<file path="src/rtl/core/cdn_pkg.sv">
`timescale 1ns / 1ps

package cdn_pkg;

  localparam int unsigned YEAR_W   = 14;
  localparam int unsigned MONTH_W  = 4;
  localparam int unsigned DAY_W    = 5;
  localparam int unsigned OFFSET_W = 10;
  localparam int unsigned CFG_W    = 14;
  localparam int unsigned CIDX_W   = 2;
  localparam int unsigned COUNT_W  = 23;
  localparam int unsigned DN_W     = 22;
  localparam int unsigned WD_W     = 3;
  localparam int unsigned LY_W     = 15;
  localparam int unsigned DOY_W    = 9;
  localparam int unsigned Q100_W   = 8;
  localparam int unsigned Q400_W   = 6;
  localparam int unsigned R400_W   = 18;
  localparam int unsigned R100_W   = 16;
  localparam int unsigned Q4_W     = 5;
  localparam int unsigned R4_W     = 11;

  localparam int unsigned DAYS_400Y = 146097;
  localparam int unsigned DAYS_100Y = 36524;
  localparam int unsigned DAYS_4Y   = 1461;
  localparam int unsigned DAYS_1Y   = 365;

  // Reciprocals for division by constants; each quotient is low by at most one.
  localparam int unsigned RECIP100_SH = 19;
  localparam int unsigned RECIP100    = 5243;
  localparam int unsigned PROD100_W   = YEAR_W + 13;
  localparam int unsigned RECIP400_SH = COUNT_W;
  localparam int unsigned RECIP400    = (1 << RECIP400_SH) / DAYS_400Y;
  localparam int unsigned PROD400_W   = COUNT_W + Q400_W;
  localparam int unsigned RECIP4_SH   = R100_W;
  localparam int unsigned RECIP4      = (1 << RECIP4_SH) / DAYS_4Y;
  localparam int unsigned PROD4_W     = R100_W + Q4_W + 1;

  localparam int unsigned LAST_QUAD = 24;
  localparam int unsigned MONTH_MAR = 3;
  localparam int unsigned MONTH_DEC = 12;
  localparam int unsigned DAY_LAST  = 31;

  localparam logic [YEAR_W-1:0]   RST_TARGET_YEAR  = YEAR_W'(2021);
  localparam logic [MONTH_W-1:0]  RST_TARGET_MONTH = MONTH_W'(12);
  localparam logic [DAY_W-1:0]    RST_TARGET_DAY   = DAY_W'(25);
  localparam logic [OFFSET_W-1:0] RST_OFFSET_DAYS  = OFFSET_W'(100);

  typedef enum logic [CIDX_W-1:0] {
    REG_TARGET_YEAR  = 2'd0,
    REG_TARGET_MONTH = 2'd1,
    REG_TARGET_DAY   = 2'd2,
    REG_OFFSET_DAYS  = 2'd3
  } cfg_reg_t;

  typedef struct packed {
    logic en_a;
    logic en_b;
    logic en_c;
  } cdn_dc_ctl_t;

  // Days in a common year before the first of the given month.
  function automatic logic [DOY_W-1:0] days_before_month(input logic [MONTH_W-1:0] m);
    logic [DOY_W-1:0] res;
    case (m) inside
      4'd0, 4'd1: res = 9'd0;
      4'd2:       res = 9'd31;
      4'd3:       res = 9'd59;
      4'd4:       res = 9'd90;
      4'd5:       res = 9'd120;
      4'd6:       res = 9'd151;
      4'd7:       res = 9'd181;
      4'd8:       res = 9'd212;
      4'd9:       res = 9'd243;
      4'd10:      res = 9'd273;
      4'd11:      res = 9'd304;
      4'd12:      res = 9'd334;
      default:    res = 9'd365;
    endcase
    return res;
  endfunction

endpackage

</file>
<file path="src/rtl/core/cdn_day_count.sv">
`timescale 1ns / 1ps

module cdn_day_count import cdn_pkg::*; (
  input  logic                clk,
  input  cdn_dc_ctl_t         ctl,
  input  logic [YEAR_W-1:0]   year,
  input  logic [MONTH_W-1:0]  month,
  input  logic [DAY_W-1:0]    day,
  output logic [COUNT_W-1:0]  count
);

  logic [YEAR_W-1:0]    yr_m1;
  logic [PROD100_W-1:0] n_prod;
  logic [PROD100_W-1:0] y_prod;

  logic [COUNT_W-1:0]   a_n365;
  logic [YEAR_W-3:0]    a_n4;
  logic [Q100_W-1:0]    a_q100n;
  logic [Q100_W-1:0]    a_qy100;
  logic [YEAR_W-1:0]    a_year;
  logic                 a_zero;
  logic [DOY_W-1:0]     a_small;
  logic                 a_late;

  logic [YEAR_W-1:0]    y_hund;
  logic                 leap;

  logic [COUNT_W-1:0]   b_base;
  logic [DOY_W-1:0]     b_small;

  assign yr_m1  = year - YEAR_W'(1);
  assign n_prod = PROD100_W'(yr_m1) * PROD100_W'(RECIP100);
  assign y_prod = PROD100_W'(year) * PROD100_W'(RECIP100);

  always_ff @(posedge clk) begin
    if (ctl.en_a) begin
      a_n365  <= COUNT_W'(yr_m1) * COUNT_W'(DAYS_1Y);
      a_n4    <= yr_m1[YEAR_W-1:2];
      a_q100n <= n_prod[RECIP100_SH +: Q100_W];
      a_qy100 <= y_prod[RECIP100_SH +: Q100_W];
      a_year  <= year;
      a_zero  <= (year == '0);
      a_small <= days_before_month(month) + DOY_W'(day);
      a_late  <= (month >= MONTH_W'(MONTH_MAR));
    end
  end

  assign y_hund = YEAR_W'(a_qy100) * YEAR_W'(100);
  assign leap   = (a_year[1:0] == 2'b00) && ((y_hund != a_year) || (a_qy100[1:0] == 2'b00));

  always_ff @(posedge clk) begin
    if (ctl.en_b) begin
      if (a_zero) begin
        b_base <= '0;
      end else begin
        b_base <= a_n365 + COUNT_W'(a_n4) - COUNT_W'(a_q100n)
                  + COUNT_W'(a_q100n[Q100_W-1:2]);
      end
      b_small <= a_small + DOY_W'(leap && a_late);
    end
  end

  always_ff @(posedge clk) begin
    if (ctl.en_c) begin
      count <= b_base + COUNT_W'(b_small);
    end
  end

endmodule

</file>
<file path="src/rtl/core/calendar_day_number_unit_top.sv">
`timescale 1ns / 1ps

// Channel   Handshake             Payload
// input     in_valid / in_stall   in_year, in_month, in_day
// output    out_valid / out_stall day_number, weekday, days_to_target,
//                                 later_year, later_month, later_day, later_overflow
// config    cfg_we                cfg_index, cfg_data
//
// A date passes through a fourteen-stage pipeline, and one date is taken in every
// cycle unless the pipeline is stalled.
// The depth is set mostly by the constant divisions that turn the later day number
// back into a date; those by 400 and 4 years are split into multiply, product and correction stages.
// Reset clears the valid bits and loads the configuration defaults.
// A stall holds only the stages that are full; empty stages keep filling.

module calendar_day_number_unit_top import cdn_pkg::*; #(
  parameter int unsigned MAX_YEAR = 9999
) (
  input  logic                       clk,
  input  logic                       rst,
  input  logic                       in_valid,
  output logic                       in_stall,
  input  logic [YEAR_W-1:0]          in_year,
  input  logic [MONTH_W-1:0]         in_month,
  input  logic [DAY_W-1:0]           in_day,
  output logic                       out_valid,
  input  logic                       out_stall,
  output logic [DN_W-1:0]            day_number,
  output logic [WD_W-1:0]            weekday,
  output logic signed [COUNT_W-1:0]  days_to_target,
  output logic [YEAR_W-1:0]          later_year,
  output logic [MONTH_W-1:0]         later_month,
  output logic [DAY_W-1:0]           later_day,
  output logic                       later_overflow,
  input  logic                       cfg_we,
  input  logic [CIDX_W-1:0]          cfg_index,
  input  logic [CFG_W-1:0]           cfg_data
);

  localparam int unsigned NST   = 14;
  localparam int unsigned CMP_W = 17;

  logic [YEAR_W-1:0]   tgt_year;
  logic [MONTH_W-1:0]  tgt_month;
  logic [DAY_W-1:0]    tgt_day;
  logic [OFFSET_W-1:0] off_days;

  logic [NST:1] vld;
  logic [NST:1] rdy;
  logic [NST:1] vfeed;

  cdn_dc_ctl_t         dc_ctl;
  logic [COUNT_W-1:0]  in_cnt;
  logic [COUNT_W-1:0]  tg_cnt;
  logic [OFFSET_W-1:0] a_off;
  logic [OFFSET_W-1:0] b_off;
  logic [OFFSET_W-1:0] c_off;

  logic [COUNT_W-1:0]  d_dn, d_dtt, d_n;
  logic                d_zero;

  logic [23:0]         wd_dig;
  logic [5:0]          wd_s1;
  logic [3:0]          wd_s2;
  logic [2:0]          wd_s3;
  logic [PROD400_W-1:0] q400_prod;

  logic [COUNT_W-1:0]  e_dn, e_dtt, e_n;
  logic                e_zero;
  logic [WD_W-1:0]     e_wd;
  logic [Q400_W-1:0]   e_q400e;

  logic [COUNT_W-1:0]  f_dn, f_dtt, f_n, f_p400;
  logic                f_zero;
  logic [WD_W-1:0]     f_wd;
  logic [Q400_W-1:0]   f_q400e;

  logic [COUNT_W-1:0]  g_t0;
  logic [R400_W:0]     g_t1;
  logic                g_ge;
  logic [COUNT_W-1:0]  g_dn, g_dtt;
  logic                g_zero;
  logic [WD_W-1:0]     g_wd;
  logic [Q400_W-1:0]   g_q400;
  logic [R400_W-1:0]   g_r;

  logic [1:0]          h_sel;
  logic [R400_W-1:0]   h_diff;
  logic [COUNT_W-1:0]  h_dn, h_dtt;
  logic                h_zero;
  logic [WD_W-1:0]     h_wd;
  logic [1:0]          h_q100;
  logic [R100_W-1:0]   h_r2;
  logic [LY_W-1:0]     h_ybase;

  logic [PROD4_W-1:0]  q4_prod;
  logic [COUNT_W-1:0]  i_dn, i_dtt;
  logic                i_zero;
  logic [WD_W-1:0]     i_wd;
  logic [1:0]          i_q100;
  logic [R100_W-1:0]   i_r2;
  logic [LY_W-1:0]     i_ybase;
  logic [Q4_W-1:0]     i_q4e;

  logic [COUNT_W-1:0]  j_dn, j_dtt;
  logic                j_zero;
  logic [WD_W-1:0]     j_wd;
  logic [1:0]          j_q100;
  logic [R100_W-1:0]   j_r2, j_p4;
  logic [LY_W-1:0]     j_ybase;
  logic [Q4_W-1:0]     j_q4e;

  logic [R100_W-1:0]   k_t0;
  logic [R4_W:0]       k_t1;
  logic                k_ge;
  logic [COUNT_W-1:0]  k_dn, k_dtt;
  logic                k_zero;
  logic [WD_W-1:0]     k_wd;
  logic [1:0]          k_q100;
  logic [LY_W-1:0]     k_ybase;
  logic [Q4_W-1:0]     k_q4;
  logic [R4_W-1:0]     k_r3;

  logic [1:0]          l_sel;
  logic [R4_W-1:0]     l_diff;
  logic [COUNT_W-1:0]  l_dn, l_dtt;
  logic                l_zero;
  logic [WD_W-1:0]     l_wd;
  logic [LY_W-1:0]     l_ly;
  logic                l_leap;
  logic [DOY_W-1:0]    l_r4;

  logic [12:2]         m_ge;
  logic [COUNT_W-1:0]  m_dn, m_dtt;
  logic                m_zero;
  logic [WD_W-1:0]     m_wd;
  logic [LY_W-1:0]     m_ly;
  logic                m_leap;
  logic [DOY_W-1:0]    m_r4;
  logic                m_ovf;
  logic [MONTH_W-1:0]  m_month;

  logic [DOY_W-1:0]    n_start;
  logic [DOY_W-1:0]    n_dom;

  // Configuration registers.
  always_ff @(posedge clk) begin
    if (rst) begin
      tgt_year  <= RST_TARGET_YEAR;
      tgt_month <= RST_TARGET_MONTH;
      tgt_day   <= RST_TARGET_DAY;
      off_days  <= RST_OFFSET_DAYS;
    end else if (cfg_we) begin
      unique case (cfg_reg_t'(cfg_index))
        REG_TARGET_YEAR:  tgt_year  <= cfg_data[YEAR_W-1:0];
        REG_TARGET_MONTH: tgt_month <= cfg_data[MONTH_W-1:0];
        REG_TARGET_DAY:   tgt_day   <= cfg_data[DAY_W-1:0];
        REG_OFFSET_DAYS:  off_days  <= cfg_data[OFFSET_W-1:0];
        default: ;
      endcase
    end
  end

  // Pipeline flow control: a stage loads when it is empty or its contents move on.
  assign vfeed   = {vld[NST-1:1], in_valid};
  assign rdy[NST] = !vld[NST] || !out_stall;
  for (genvar s = 1; s < NST; s++) begin : g_rdy
    assign rdy[s] = !vld[s] || rdy[s+1];
  end

  always_ff @(posedge clk) begin
    if (rst) begin
      vld <= '0;
    end else begin
      for (int s = 1; s <= NST; s++) begin
        if (rdy[s]) begin
          vld[s] <= vfeed[s];
        end
      end
    end
  end

  assign in_stall  = !rdy[1];
  assign out_valid = vld[NST];

  // Stages 1 to 3: day numbers of the input date and of the target date.
  assign dc_ctl = '{en_a: rdy[1], en_b: rdy[2], en_c: rdy[3]};

  cdn_day_count u_cnt_in (
    .clk   (clk),
    .ctl   (dc_ctl),
    .year  (in_year),
    .month (in_month),
    .day   (in_day),
    .count (in_cnt)
  );

  cdn_day_count u_cnt_tgt (
    .clk   (clk),
    .ctl   (dc_ctl),
    .year  (tgt_year),
    .month (tgt_month),
    .day   (tgt_day),
    .count (tg_cnt)
  );

  always_ff @(posedge clk) begin
    if (rdy[1]) a_off <= off_days;
    if (rdy[2]) b_off <= a_off;
    if (rdy[3]) c_off <= b_off;
  end

  // Stage 4: difference to the target and the zero-based later day number.
  always_ff @(posedge clk) begin
    if (rdy[4]) begin
      d_dn   <= in_cnt;
      d_dtt  <= tg_cnt - in_cnt;
      d_n    <= in_cnt + COUNT_W'(c_off) - COUNT_W'(1);
      d_zero <= (in_cnt == '0) && (c_off == '0);
    end
  end

  // Stage 5: weekday by folding octal digits (eight is one modulo seven),
  // and the estimated count of 400-year cycles.
  assign wd_dig = {1'b0, d_dn};
  assign wd_s1  = 6'(wd_dig[2:0]) + 6'(wd_dig[5:3]) + 6'(wd_dig[8:6])
                + 6'(wd_dig[11:9]) + 6'(wd_dig[14:12]) + 6'(wd_dig[17:15])
                + 6'(wd_dig[20:18]) + 6'(wd_dig[23:21]);
  assign wd_s2  = 4'(wd_s1[5:3]) + 4'(wd_s1[2:0]);
  assign wd_s3  = 3'(wd_s2[3]) + wd_s2[2:0];
  assign q400_prod = PROD400_W'(d_n) * PROD400_W'(RECIP400);

  always_ff @(posedge clk) begin
    if (rdy[5]) begin
      e_dn    <= d_dn;
      e_dtt   <= d_dtt;
      e_n     <= d_n;
      e_zero  <= d_zero;
      e_wd    <= (wd_s3 == 3'd7) ? '0 : wd_s3;
      e_q400e <= q400_prod[RECIP400_SH +: Q400_W];
    end
  end

  // Stage 6: product of the estimate.
  always_ff @(posedge clk) begin
    if (rdy[6]) begin
      f_dn    <= e_dn;
      f_dtt   <= e_dtt;
      f_n     <= e_n;
      f_zero  <= e_zero;
      f_wd    <= e_wd;
      f_q400e <= e_q400e;
      f_p400  <= COUNT_W'(e_q400e) * COUNT_W'(DAYS_400Y);
    end
  end

  // Stage 7: correct the 400-year quotient and remainder.
  assign g_t0 = f_n - f_p400;
  assign g_t1 = g_t0[R400_W:0] - (R400_W+1)'(DAYS_400Y);
  assign g_ge = (g_t0 >= COUNT_W'(DAYS_400Y));

  always_ff @(posedge clk) begin
    if (rdy[7]) begin
      g_dn   <= f_dn;
      g_dtt  <= f_dtt;
      g_zero <= f_zero;
      g_wd   <= f_wd;
      g_q400 <= f_q400e + Q400_W'(g_ge);
      g_r    <= g_ge ? g_t1[R400_W-1:0] : g_t0[R400_W-1:0];
    end
  end

  // Stage 8: centuries, clamped to three.
  assign h_sel  = 2'(g_r >= R400_W'(DAYS_100Y)) + 2'(g_r >= R400_W'(2 * DAYS_100Y))
                + 2'(g_r >= R400_W'(3 * DAYS_100Y));
  assign h_diff = g_r - R400_W'(h_sel) * R400_W'(DAYS_100Y);

  always_ff @(posedge clk) begin
    if (rdy[8]) begin
      h_dn    <= g_dn;
      h_dtt   <= g_dtt;
      h_zero  <= g_zero;
      h_wd    <= g_wd;
      h_q100  <= h_sel;
      h_r2    <= h_diff[R100_W-1:0];
      h_ybase <= LY_W'(g_q400) * LY_W'(400) + LY_W'(h_sel) * LY_W'(100);
    end
  end

  // Stage 9: estimated count of 4-year blocks.
  assign q4_prod = PROD4_W'(h_r2) * PROD4_W'(RECIP4);

  always_ff @(posedge clk) begin
    if (rdy[9]) begin
      i_dn    <= h_dn;
      i_dtt   <= h_dtt;
      i_zero  <= h_zero;
      i_wd    <= h_wd;
      i_q100  <= h_q100;
      i_r2    <= h_r2;
      i_ybase <= h_ybase;
      i_q4e   <= q4_prod[RECIP4_SH +: Q4_W];
    end
  end

  // Stage 10: product of the estimate.
  always_ff @(posedge clk) begin
    if (rdy[10]) begin
      j_dn    <= i_dn;
      j_dtt   <= i_dtt;
      j_zero  <= i_zero;
      j_wd    <= i_wd;
      j_q100  <= i_q100;
      j_r2    <= i_r2;
      j_ybase <= i_ybase;
      j_q4e   <= i_q4e;
      j_p4    <= R100_W'(i_q4e) * R100_W'(DAYS_4Y);
    end
  end

  // Stage 11: correct the 4-year quotient and remainder.
  assign k_t0 = j_r2 - j_p4;
  assign k_t1 = k_t0[R4_W:0] - (R4_W+1)'(DAYS_4Y);
  assign k_ge = (k_t0 >= R100_W'(DAYS_4Y));

  always_ff @(posedge clk) begin
    if (rdy[11]) begin
      k_dn    <= j_dn;
      k_dtt   <= j_dtt;
      k_zero  <= j_zero;
      k_wd    <= j_wd;
      k_q100  <= j_q100;
      k_ybase <= j_ybase;
      k_q4    <= j_q4e + Q4_W'(k_ge);
      k_r3    <= k_ge ? k_t1[R4_W-1:0] : k_t0[R4_W-1:0];
    end
  end

  // Stage 12: single years, clamped to three, the year itself and its leap flag.
  assign l_sel  = 2'(k_r3 >= R4_W'(DAYS_1Y)) + 2'(k_r3 >= R4_W'(2 * DAYS_1Y))
                + 2'(k_r3 >= R4_W'(3 * DAYS_1Y));
  assign l_diff = k_r3 - R4_W'(l_sel) * R4_W'(DAYS_1Y);

  always_ff @(posedge clk) begin
    if (rdy[12]) begin
      l_dn   <= k_dn;
      l_dtt  <= k_dtt;
      l_zero <= k_zero;
      l_wd   <= k_wd;
      l_ly   <= k_ybase + LY_W'(k_q4) * LY_W'(4) + LY_W'(l_sel) + LY_W'(1);
      l_leap <= (l_sel == 2'd3) && ((k_q4 != Q4_W'(LAST_QUAD)) || (k_q100 == 2'd3));
      l_r4   <= l_diff[DOY_W-1:0];
    end
  end

  // Stage 13: year range check and month search.
  always_comb begin
    for (int k = 2; k <= 12; k++) begin
      m_ge[k] = (l_r4 >= days_before_month(MONTH_W'(k))
                         + DOY_W'(l_leap && (k >= MONTH_MAR)));
    end
  end

  always_ff @(posedge clk) begin
    if (rdy[13]) begin
      m_dn    <= l_dn;
      m_dtt   <= l_dtt;
      m_zero  <= l_zero;
      m_wd    <= l_wd;
      m_ly    <= l_ly;
      m_leap  <= l_leap;
      m_r4    <= l_r4;
      m_ovf   <= (CMP_W'(l_ly) > CMP_W'(MAX_YEAR));
      m_month <= MONTH_W'($countones(m_ge)) + MONTH_W'(1);
    end
  end

  // Stage 14: day of month and the output register.
  assign n_start = days_before_month(m_month)
                 + DOY_W'(m_leap && (m_month >= MONTH_W'(MONTH_MAR)));
  assign n_dom   = m_r4 - n_start + DOY_W'(1);

  always_ff @(posedge clk) begin
    if (rdy[14]) begin
      day_number     <= m_dn[DN_W-1:0];
      weekday        <= m_wd;
      days_to_target <= $signed(m_dtt);
      if (m_zero) begin
        later_year     <= YEAR_W'(1);
        later_month    <= MONTH_W'(1);
        later_day      <= DAY_W'(1);
        later_overflow <= 1'b0;
      end else if (m_ovf) begin
        later_year     <= YEAR_W'(MAX_YEAR);
        later_month    <= MONTH_W'(MONTH_DEC);
        later_day      <= DAY_W'(DAY_LAST);
        later_overflow <= 1'b1;
      end else begin
        later_year     <= m_ly[YEAR_W-1:0];
        later_month    <= m_month;
        later_day      <= n_dom[DAY_W-1:0];
        later_overflow <= 1'b0;
      end
    end
  end

endmodule
</file>
<file path="config.mk">
export PLATFORM = sky130hd
export DESIGN_NAME = calendar_day_number_unit_top
export DESIGN_NICKNAME = d
export VERILOG_FILES = /design/src/rtl/core/cdn_pkg.sv /design/src/rtl/core/cdn_day_count.sv /design/src/rtl/core/calendar_day_number_unit_top.sv
export SDC_FILE = /design/constraint.sdc
export NUM_CORES = 2
export LEC_CHECK = 0
export CELL_PAD_IN_SITES_DETAIL_PLACEMENT = 1
export CELL_PAD_IN_SITES_GLOBAL_PLACEMENT = 2
export CORE_ASPECT_RATIO = 1.25
export CORE_MARGIN = 3
export CORE_UTILIZATION = 50
export DETAILED_ROUTE_END_ITERATION = 7
export DONT_BUFFER_PORTS = 1
export GPL_TIMING_DRIVEN = 0
export PLACE_DENSITY_LB_ADDON = 0.1
export SLEW_MARGIN = 10
export SYNTH_ARGS = -nofsm -noshare
export SYNTH_HDL_FRONTEND = slang
export SYNTH_SLANG_ARGS = --single-unit
</file>
<file path="constraint.sdc">
create_clock -name clk -period 25.5 [get_ports clk]
set_input_delay 2.55 -clock clk [delete_from_list [all_inputs] [get_ports clk]]
set_output_delay 2.55 -clock clk [all_outputs]
set_load 0.02 [all_outputs]
</file>
==> results.sh <==
export IMPL_status="finished, final reports clean"
export IMPL_cts_repair_resized=0
export IMPL_core_area_mm2=0.151
export IMPL_final_antenna_net_count=0
export IMPL_vias=43400
export IMPL_drt_first_pass_iters=5
export IMPL_path_clk_slew_ns=0.06
export IMPL_synth_nets=7620
export IMPL_cts_tree="built"
export IMPL_rows=159
export IMPL_crit_arrival_ns=10.45
export IMPL_crit_required_ns=25.97
export IMPL_reg2reg_slack_ns=17.02
export IMPL_fmax_ghz=0.100
export IMPL_cp_max_fo=8
export IMPL_hold_violations=0
export IMPL_max_stage_delay_ns=0.68
export IMPL_met1_usage_pct=22.4
export IMPL_r2r_end="u_cnt_tgt.a_q100n[7]$_DFFE_PN_"
export IMPL_worst_setup_path_end_kind="register"
export IMPL_drt_iter0_drc=1654
export IMPL_skew_ns=0.0837
export IMPL_cts_setup_buffers=0
export IMPL_clock_latency_ns=0.78
export IMPL_ctsHtreeMaxLevel=3
export IMPL_crit_top_cell="inv_1"
export IMPL_die_w_um=355
export IMPL_clockBufferDepth=3
export IMPL_tightest_slew_ns=1.22
export IMPL_grt_total_usage_pct=20.6
export IMPL_synth_cell_types=84
export IMPL_hold_path_class="register to register"
export IMPL_ys_warnings_count=0
export IMPL_clock_sinks=1213
export IMPL_antenna_found_initial=1
export IMPL_layout_nets=7761
export IMPL_overflow=0
export IMPL_cts_root_buf="clkbuf_16"
export IMPL_synthCells=6086
export IMPL_grt_pass1_vias=48000
export IMPL_yosysTopAreaCell="edfxtp_1"
export IMPL_yosysMostFrequentCell="inv_1"
export IMPL_startpoint_type="primary input"
export IMPL_wl_per_cell_um=18.9
export IMPL_async_reset_ff_share_pct=0
export IMPL_ys_flop_type="edfxtp_1"
export IMPL_min_path_cells=0
export IMPL_crit_type="primary input to register"
export IMPL_use_met2_pct=41.1
export IMPL_min_period_over_period_pct=39.1
export IMPL_drv_cap=0
export IMPL_vias_per_cell=5.21
export IMPL_synthTopCellsByArea="edfxtp_1 (46%), ha_1 (17%), fa_1 (13%)"
export IMPL_fillers=15400
export IMPL_ff2ff_path_depth=29
export IMPL_synth_edff_count=1166
export IMPL_grt_max_degree=73
export IMPL_synth_area_mm2=0.0761
export IMPL_grt_use_met3_pct=2.41
export IMPL_min_from="i_r2[11]$_DFFE_PP_"
export IMPL_wirelength_um=158000
export IMPL_seq_area_frac_synth_pct=47.2
export IMPL_cts_buffers=116
export IMPL_start_util_pct=50.5
export IMPL_final_max_slew_violation_count=0
export IMPL_setup_tns_ns=0
export IMPL_portBuffers=0
export IMPL_fp_dieArea_mm2=0.157
export IMPL_grt_busiest_layer="met2"
export IMPL_grt_pass1_wl_um=256000
export IMPL_place_hpwl_um=129000
export IMPL_whs_endpoint="j_r2[11]$_DFFE_PP_"
export IMPL_ios=118
export IMPL_rsz0062_at_grt="no"
export IMPL_setup_viol=0
export IMPL_syn_area_per_cell_um2=12.5
export IMPL_area_growth_pct=9.43
export IMPL_ctsHoldBuffers=0
export IMPL_fin_crit_ns=9.98
export IMPL_synth_top_cell_area_share_pct=46.0
export IMPL_place_gp_congestion=0.876
export IMPL_synth_common_cells="inv_1 (1224), edfxtp_1 (1166), ha_1 (1013)"
export IMPL_crit_slowest_cell="xnor2_1"
export IMPL_route_detailed_drc=0
export IMPL_r2r_start="tgt_year[0]$_SDFFE_PP1P_"
export IMPL_drive_gt1_share_pct=4.39
export IMPL_slew_headroom_pct=18.4
export IMPL_ys_ff_latch=1213
export IMPL_dieHeight_um=442
worst max-delay path: cells and delay by family:
| family | cells | cell delay (ns) |
|---|---|---|
| buf+inv | 6 | 0.87 |
| xor+xnor | 2 | 0.83 |
| simple gates | 1 | 0.15 |
| compound gates | 13 | 3.09 |
| fa+ha+maj | 7 | 2.94 |
worst max-delay path by stage:
stage,slack (ns),startpoint,cells after the start,to
floorplan,10.87,out_stall,10,in_stall
global placement,6.87,out_stall,10,in_stall
detailed placement,14.67,in_year[1],29,u_cnt_in.a_q100n[7]$_DFFE_PN_
CTS,15.41,in_year[1],29,u_cnt_in.a_q100n[7]$_DFFE_PN_
global route,15.00,in_year[1],28,u_cnt_in.a_q100n[7]$_DFFE_PN_
finish,15.52,in_year[1],29,u_cnt_in.a_q100n[7]$_DFFE_PN_
metrics by stage:
| step | setup WS (ns) | std cells | hold slack, ns | util (%) | area (um^2) |
|---|---|---|---|---|---|
| after global routing | 15.00 | 8341 | 0.371 | 55.3 | 83300 |
| after detailed placement | 14.67 | 8121 | 0.405 | 52.5 | 79200 |
| final | 15.52 | 8341 | 0.368 | 55.3 | 83300 |
| after floorplan | 10.87 | 6086 | 0.400 | - | 76100 |
| after global placement | 6.87 | 8098 | 0.401 | 52.2 | 78700 |
| after CTS | 15.41 | 8340 | 0.361 | 55.3 | 83300 |
placed cells by master (no fill, tap or decap), types with 75 or more instances in the layout:
| cell | instances |
|---|---|
| nand2_1 | 189 |
| a21oi_1 | 235 |
| ha_1 | 1013 |
| a21o_1 | 105 |
| xnor2_1 | 298 |
| xor2_1 | 99 |
| nor2_1 | 302 |
| fa_1 | 477 |
| o21ai_0 | 137 |
| edfxtp_1 | 1166 |
| clkbuf_16 | 116 |
| inv_1 | 1218 |
| nor3_1 | 75 |
kinds of logic after synthesis:
group / after synthesis / synth area share, %
multiplexers: 7 / 0.0953
XOR/XNOR: 401 / 4.62
buffers and inverters: 1261 / 6.23
AND/OR/NAND/NOR: 916 / 5.79
AO/OA/AOI/OAI: 798 / 6.87
adder cells (fa/ha/maj): 1490 / 29.2
flip-flops: 1213 / 47.2
area by class of cell:
| class | instances | area (um^2) | area share (%) |
|---|---|---|---|
| tap | 2012 | 2520 | 3.02 |
| sequential | 1213 | 36000 | 43.1 |
| antenna | 1 | 2.50 | 0.00300 |
| clock buffer | 144 | 3060 | 3.67 |
| buffer | 36 | 143 | 0.171 |
| clock inverter | 75 | 1090 | 1.31 |
| inverter | 1225 | 4610 | 5.54 |
| timing repair buffer | 23 | 419 | 0.503 |
| multi-input combinational | 3612 | 35500 | 42.6 |
per-layer routing:
metal	wire, um	vias to the layer above
met5	0	-
met4	4330	0
met3	4050	197
met2	89700	447
met1	60000	21700
li1	-	21000
Power is not shown: default switching activity piles up to over one toggle a cycle in this logic, so the estimate is an artifact.
